===== src/rtl/smt_pkg.sv =====
// Shared types and constants for the sorted mutation table.
`timescale 1ns / 1ps
package smt_pkg;

  localparam int POS_W   = 31;
  localparam int BASE_W  = 4;
  localparam int SLOT_W  = 6;
  localparam int COUNT_W = 7;
  localparam int STAT_W  = 3;

  localparam logic [1:0] KIND_ADD   = 2'd0;
  localparam logic [1:0] KIND_CLEAR = 2'd1;
  localparam logic [1:0] KIND_READ  = 2'd2;

  localparam logic [STAT_W-1:0] ST_INSERTED = 3'd0;
  localparam logic [STAT_W-1:0] ST_UPDATED  = 3'd1;
  localparam logic [STAT_W-1:0] ST_REMOVED  = 3'd2;
  localparam logic [STAT_W-1:0] ST_CONFLICT = 3'd3;
  localparam logic [STAT_W-1:0] ST_FULL     = 3'd4;
  localparam logic [STAT_W-1:0] ST_CLEARED  = 3'd5;
  localparam logic [STAT_W-1:0] ST_READ_OK  = 3'd6;
  localparam logic [STAT_W-1:0] ST_EMPTY    = 3'd7;

  typedef struct packed {
    logic [1:0]        kind;
    logic [POS_W-1:0]  position;
    logic [BASE_W-1:0] parent_base;
    logic [BASE_W-1:0] mutant_base;
    logic [SLOT_W-1:0] slot;
  } in_t;

  typedef struct packed {
    logic [STAT_W-1:0]  status;
    logic [COUNT_W-1:0] entry_count;
    logic [POS_W-1:0]   read_position;
    logic [BASE_W-1:0]  read_parent;
    logic [BASE_W-1:0]  read_mutant;
  } out_t;

  typedef struct packed {
    logic [POS_W-1:0]  pos;
    logic [BASE_W-1:0] par;
    logic [BASE_W-1:0] mut;
  } rec_t;

  typedef enum logic [2:0] {
    OP_NONE,
    OP_INSERT,
    OP_UPDATE,
    OP_REMOVE,
    OP_CLEAR
  } op_t;

  typedef struct packed {
    logic              load;
    logic              lookup;
    logic              apply;
    op_t               op;
    logic [STAT_W-1:0] code;
  } cmd_t;

  typedef struct packed {
    logic [1:0] kind;
    logic       hit;
    logic       par_differs;
    logic       mut_differs;
    logic       full;
    logic       rd_hit;
  } sts_t;

endpackage


===== src/rtl/smt_ctrl.sv =====
// Sequencer for the mutation table: accept, lookup, apply, and response handshake.
`timescale 1ns / 1ps
module smt_ctrl (
  input  logic          clk,
  input  logic          rst,
  input  logic          req_valid,
  output logic          req_ready,
  output logic          rsp_valid,
  input  logic          rsp_ready,
  input  smt_pkg::sts_t sts,
  output smt_pkg::cmd_t cmd
);
  import smt_pkg::*;

  typedef enum logic [1:0] {
    S_IDLE,
    S_LOOKUP,
    S_APPLY
  } state_t;

  state_t state;
  logic   out_free;
  op_t    op;
  logic [STAT_W-1:0] code;

  assign req_ready = (state == S_IDLE);
  assign out_free  = !rsp_valid || rsp_ready;

  always_comb begin
    op   = OP_NONE;
    code = ST_EMPTY;
    unique case (sts.kind)
      KIND_ADD: begin
        if (sts.hit) begin
          if (sts.par_differs) begin
            op   = OP_UPDATE;
            code = ST_UPDATED;
          end else if (sts.mut_differs) begin
            code = ST_CONFLICT;
          end else begin
            op   = OP_REMOVE;
            code = ST_REMOVED;
          end
        end else if (sts.full) begin
          code = ST_FULL;
        end else begin
          op   = OP_INSERT;
          code = ST_INSERTED;
        end
      end
      KIND_CLEAR: begin
        op   = OP_CLEAR;
        code = ST_CLEARED;
      end
      KIND_READ: begin
        code = sts.rd_hit ? ST_READ_OK : ST_EMPTY;
      end
      default: begin
        code = ST_EMPTY;
      end
    endcase
  end

  always_comb begin
    cmd        = '0;
    cmd.load   = req_valid && req_ready;
    cmd.lookup = (state == S_LOOKUP);
    cmd.apply  = (state == S_APPLY) && out_free;
    cmd.op     = op;
    cmd.code   = code;
  end

  always_ff @(posedge clk) begin
    if (rst) begin
      state     <= S_IDLE;
      rsp_valid <= 1'b0;
    end else begin
      if (cmd.apply) begin
        rsp_valid <= 1'b1;
      end else if (rsp_ready) begin
        rsp_valid <= 1'b0;
      end
      unique case (state)
        S_IDLE: begin
          if (req_valid) state <= S_LOOKUP;
        end
        S_LOOKUP: begin
          state <= S_APPLY;
        end
        S_APPLY: begin
          if (out_free) state <= S_IDLE;
        end
        default: begin
          state <= S_IDLE;
        end
      endcase
    end
  end

endmodule


===== config.mk =====
export PLATFORM = sky130hd
export DESIGN_NAME = smt_ctrl
export DESIGN_NICKNAME = d
export VERILOG_FILES = /design/src/rtl/smt_pkg.sv /design/src/rtl/smt_ctrl.sv
export SDC_FILE = /design/constraint.sdc
export NUM_CORES = 1
export LEC_CHECK = 0
export CAP_MARGIN = 10
export CORE_AREA = 2 2 39 41
export CTS_CLUSTER_DIAMETER = 80
export CTS_CLUSTER_SIZE = 30
export DETAILED_ROUTE_END_ITERATION = 10
export DIE_AREA = 0 0 41 43
export DONT_BUFFER_PORTS = 1
export PLACE_DENSITY = 0.36
export SYNTH_ARGS = -nofsm -noshare
export SYNTH_HDL_FRONTEND = slang
export SYNTH_SLANG_ARGS = --single-unit
export TNS_END_PERCENT = 30

===== constraint.sdc =====
create_clock -name clk -period 1.1 [get_ports clk]
set_input_delay 0.055 -clock clk [delete_from_list [all_inputs] [get_ports clk]]
set_output_delay 0.055 -clock clk [all_outputs]
set_load 0.02 [all_outputs]

==> impl_metrics.prom <==
# TYPE chip_impl_metric gauge
chip_impl_metric{name="vdd.ir_drop.worst",unit="uV"} 272
chip_impl_info{name="timing.critical_path.to_type",value="output port"} 1
chip_impl_metric{name="cts_num_sinks",unit=""} 3
chip_impl_metric{name="synth_seq_area_share",unit="%"} 22.7
chip_impl_metric{name="cell_row_count",unit=""} 14
chip_impl_metric{name="number_of_nets_in_the_synthesized_netlist",unit=""} 47
chip_impl_metric{name="syn_area",unit="um^2"} 264
chip_impl_metric{name="postLayoutCoreUtil",unit="%"} 27.5
chip_impl_metric{name="clk_transition_reported_paths",unit="ns"} 0.04
chip_impl_metric{name="clkPwrFrac",unit="%"} 44.5
chip_impl_metric{name="max_cap_violations",unit=""} 0
chip_impl_metric{name="finalSetupViolations",unit=""} 0
chip_impl_metric{name="internal_power",unit="uW"} 299
chip_impl_metric{name="power.net_switching",unit="uW"} 125
chip_impl_metric{name="ys_seq_elements",unit=""} 3
chip_impl_info{name="synth.top_cells.by_area",value="sky130_fd_sc_hd__dfxtp_1, sky130_fd_sc_hd__ha_1, sky130_fd_sc_hd__inv_1"} 1
chip_impl_metric{name="grt.overflow.total",unit=""} 0
chip_impl_metric{name="grt_pass1_vias",unit=""} 252
chip_impl_metric{name="worst-endpoint-required",unit="ns"} 1.04
chip_impl_metric{name="min_period_over_period",unit="%"} 94.3
chip_impl_info{name="criticalPathCategory",value="register to output port"} 1
chip_impl_metric{name="timing_worst_slew_pin_value",unit="ns"} 0.384
chip_impl_metric{name="drt_iter0_markers",unit=""} 3
chip_impl_metric{name="syn-instance-count",unit=""} 32
chip_impl_metric{name="design.final.nets",unit=""} 59
chip_impl_info{name="synthTopCellsByCount",value="sky130_fd_sc_hd__inv_1, sky130_fd_sc_hd__ha_1, sky130_fd_sc_hd__nor2_1"} 1
chip_impl_info{name="critical_path.startpoint_type",value="register"} 1
chip_impl_info{name="synth.largest_area_cell",value="sky130_fd_sc_hd__dfxtp_1"} 1
chip_impl_metric{name="avgSynthCellArea",unit="um^2"} 8.25
chip_impl_metric{name="wl_per_cell",unit="um"} 10.7
chip_impl_info{name="worstSetupStartpoint",value="state[0]$_SDFFE_PP0P_"} 1
chip_impl_metric{name="tritoncts.num_buffers",unit=""} 3
chip_impl_info{name="dominantRegCellSynth",value="sky130_fd_sc_hd__dfxtp_1"} 1
chip_impl_metric{name="timing.critical_path.buf_inv",unit=""} 1
chip_impl_metric{name="cpPeakStageDelay",unit="ns"} 0.39
chip_impl_info{name="hold_path.class",value="input port to register"} 1
chip_impl_metric{name="number_of_enable_flip_flop_cells_after_synthesis",unit=""} 0
chip_impl_metric{name="place_congestion",unit=""} 0.663
chip_impl_metric{name="share_comb_of_total_power",unit="%"} 26.8
chip_impl_metric{name="ys_warn_count",unit=""} 0
chip_impl_metric{name="place.port_buffers",unit=""} 0
chip_impl_metric{name="die_area",unit="mm^2"} 0.00176
chip_impl_info{name="reg2reg_from",value="state[0]$_SDFFE_PP0P_"} 1
chip_impl_metric{name="core",unit="mm^2"} 0.00138
chip_impl_info{name="critical_path.slowest_cell",value="sky130_fd_sc_hd__dfxtp_1"} 1
chip_impl_metric{name="top_level_ports",unit=""} 22
chip_impl_metric{name="maximum_level_of_the_cts_h_tree",unit=""} 1
chip_impl_metric{name="track_usage",unit="%"} 7.82
chip_impl_info{name="min_from",value="rsp_ready"} 1
chip_impl_metric{name="place.detailed.instances",unit=""} 54
chip_impl_metric{name="max-clock-path-buffers",unit=""} 2
chip_impl_metric{name="cellLeakagePower",unit="uW"} 0.000198
chip_impl_metric{name="pwrdens",unit="mW/mm^2"} 1110
chip_impl_metric{name="num_vias",unit=""} 258
chip_impl_metric{name="cts_setup_buffers",unit=""} 0
chip_impl_metric{name="grt_pass1_wl",unit="um"} 862
chip_impl_metric{name="power.share.sequential",unit="%"} 28.8
chip_impl_info{name="crit_chain",value="nor2b_2 -> buf_4"} 1
chip_impl_metric{name="final_layout_size_suffix_gt1_share",unit="%"} 32.6
chip_impl_metric{name="fp.dieW",unit="um"} 41
chip_impl_info{name="outcome",value="finished, final reports clean"} 1
chip_impl_metric{name="final.setup_skew",unit="ns"} 0.00114
chip_impl_info{name="worst_path_dominant_cell_family",value="flip-flops"} 1
chip_impl_metric{name="max_fanout_on_critical_path",unit=""} 5
chip_impl_metric{name="worst_skew_pair.late_latency",unit="ns"} 0.23
chip_impl_info{name="synth.most_common_cell",value="sky130_fd_sc_hd__inv_1"} 1
chip_impl_metric{name="design_power_total",unit="uW"} 424
chip_impl_metric{name="route.final.wire_length",unit="um"} 634
chip_impl_info{name="clock_tree.root_cell",value="sky130_fd_sc_hd__clkbuf_4"} 1
chip_impl_metric{name="areaGrowthSynthToFinish",unit="%"} 44.1
chip_impl_metric{name="synth.distinct_cells",unit=""} 15
chip_impl_metric{name="highest_attainable_clock_frequency",unit="GHz"} 0.964
chip_impl_info{name="cts_tree",value="done"} 1
chip_impl_metric{name="fill_cells",unit=""} 161
chip_impl_metric{name="p_sw_share",unit="%"} 29.4
chip_impl_metric{name="timing.final.max_slew_violations",unit=""} 0
chip_impl_metric{name="synth_top_cell_area_share",unit="%"} 22.7
chip_impl_metric{name="drt_pre_antenna_iters",unit=""} 2
chip_impl_metric{name="detailed_route_vias_per_instance",unit=""} 4.37
chip_impl_metric{name="drc",unit=""} 0
chip_impl_metric{name="finalCriticalPeriod",unit="ns"} 1.04
chip_impl_metric{name="num_antenna_cells",unit=""} 0
chip_impl_metric{name="totalNegativeSetupSlack",unit="ns"} 0
chip_impl_metric{name="pin_count_of_the_biggest_net_entering_global_routing",unit=""} 6
chip_impl_info{name="grt_setup_unrepaired",value="false"} 1
chip_impl_metric{name="ys_async_sr_fraction",unit="%"} 0
chip_impl_metric{name="antenna_violating_nets_post_route",unit=""} 0
chip_impl_metric{name="cp.arrival",unit="ns"} 0.98
chip_impl_metric{name="dieHeight",unit="um"} 43
chip_impl_metric{name="antenna_violations_before_repair",unit=""} 0
chip_impl_metric{name="worst_slew_margin_rel",unit="%"} 74.3
chip_impl_metric{name="post_layout_nonfiller_instances",unit=""} 59
chip_impl_metric{name="final-hold-violation-count",unit=""} 0
chip_impl_metric{name="initial_core_util",unit="%"} 19.1
## kinds of logic (layout without fill, tap and decap cells)
kind of cell	Yosys count	in the layout	share of synthesized area [%]
AO/OA/AOI/OAI	7	7	20.4
adder cells (fa/ha/maj)	4	4	19.0
buffers and inverters	5	16	7.11
flip-flops	3	3	22.7
AND/OR/NAND/NOR	13	13	30.8
## registers in the layout (all words and copies together), names as in the netlist
| signal | count |
|---|---|
| state | 2 |
| rsp_valid | 1 |
## placed cells by master (no fill, tap or decap), drive strengths merged, types with 2 or more instances in the layout
cell type,instances
buf,6
nor2,4
nand2b,3
clkbuf,4
ha,4
a21oi,2
inv,5
dfxtp,3
nor2b,3
## timing repair
item	CTS	global route
endpoints found under the setup margin	1	2
hold buffers	1	0
hold endpoints to repair	3	0
gates resized for setup	1	4
## layer usage
layer  track usage [%]  vias up  share of wire, %
li1                  -      130                 -
met1              5.75      116                35
met2              12.8       12                56
met3              3.66        0               8.5
met4              8.00        0                 0
met5                 0        -                 0
## metrics by stage
| step | cell area, um^2 | setup WS, ns | hold WS (ns) |
|---|---|---|---|
| final | 380 | 0.0629 | 0.0311 |
| after global routing | 380 | 0.00851 | 0.0370 |
| after CTS | 367 | 0.0107 | 0.0306 |
| after detailed placement | 329 | 0.181 | 0.127 |
| after global placement | 329 | 0.229 | 0.127 |
| after floorplan | 264 | 0.118 | 0.124 |
## power by group through the flow
stage | logic (uW) | clock network, uW | registers, uW
3_5_place_dp | 109 | 0 | 124
6_report | 113 | 189 | 122
3_3_place_gp | 106 | 0 | 123
2_1_floorplan | 78.4 | 0 | 122
4_1_cts | 112 | 203 | 123
5_1_grt | 123 | 212 | 123
## cell type report
type / count / area, um^2 / share of cell area, %
multi-input cells: 24 / 195 / 51.3
flip-flops and latches: 3 / 65.1 / 17.1
repair buffers: 7 / 55.1 / 14.5
clock buffers: 4 / 26.3 / 6.91
well taps: 16 / 20.0 / 5.26
inverters: 5 / 18.8 / 4.93
## worst paths after layout
check,to,slack (ns),cells after the start
max,cmd[7],0.06,2
max reg2reg,state[1]$_SDFFE_PP0P_,0.23,2
min,rsp_valid$_SDFFE_PP0P_,0.03,2
min reg2reg,rsp_valid$_SDFFE_PP0P_,0.52,2
Power figures use the tool's default switching activity.
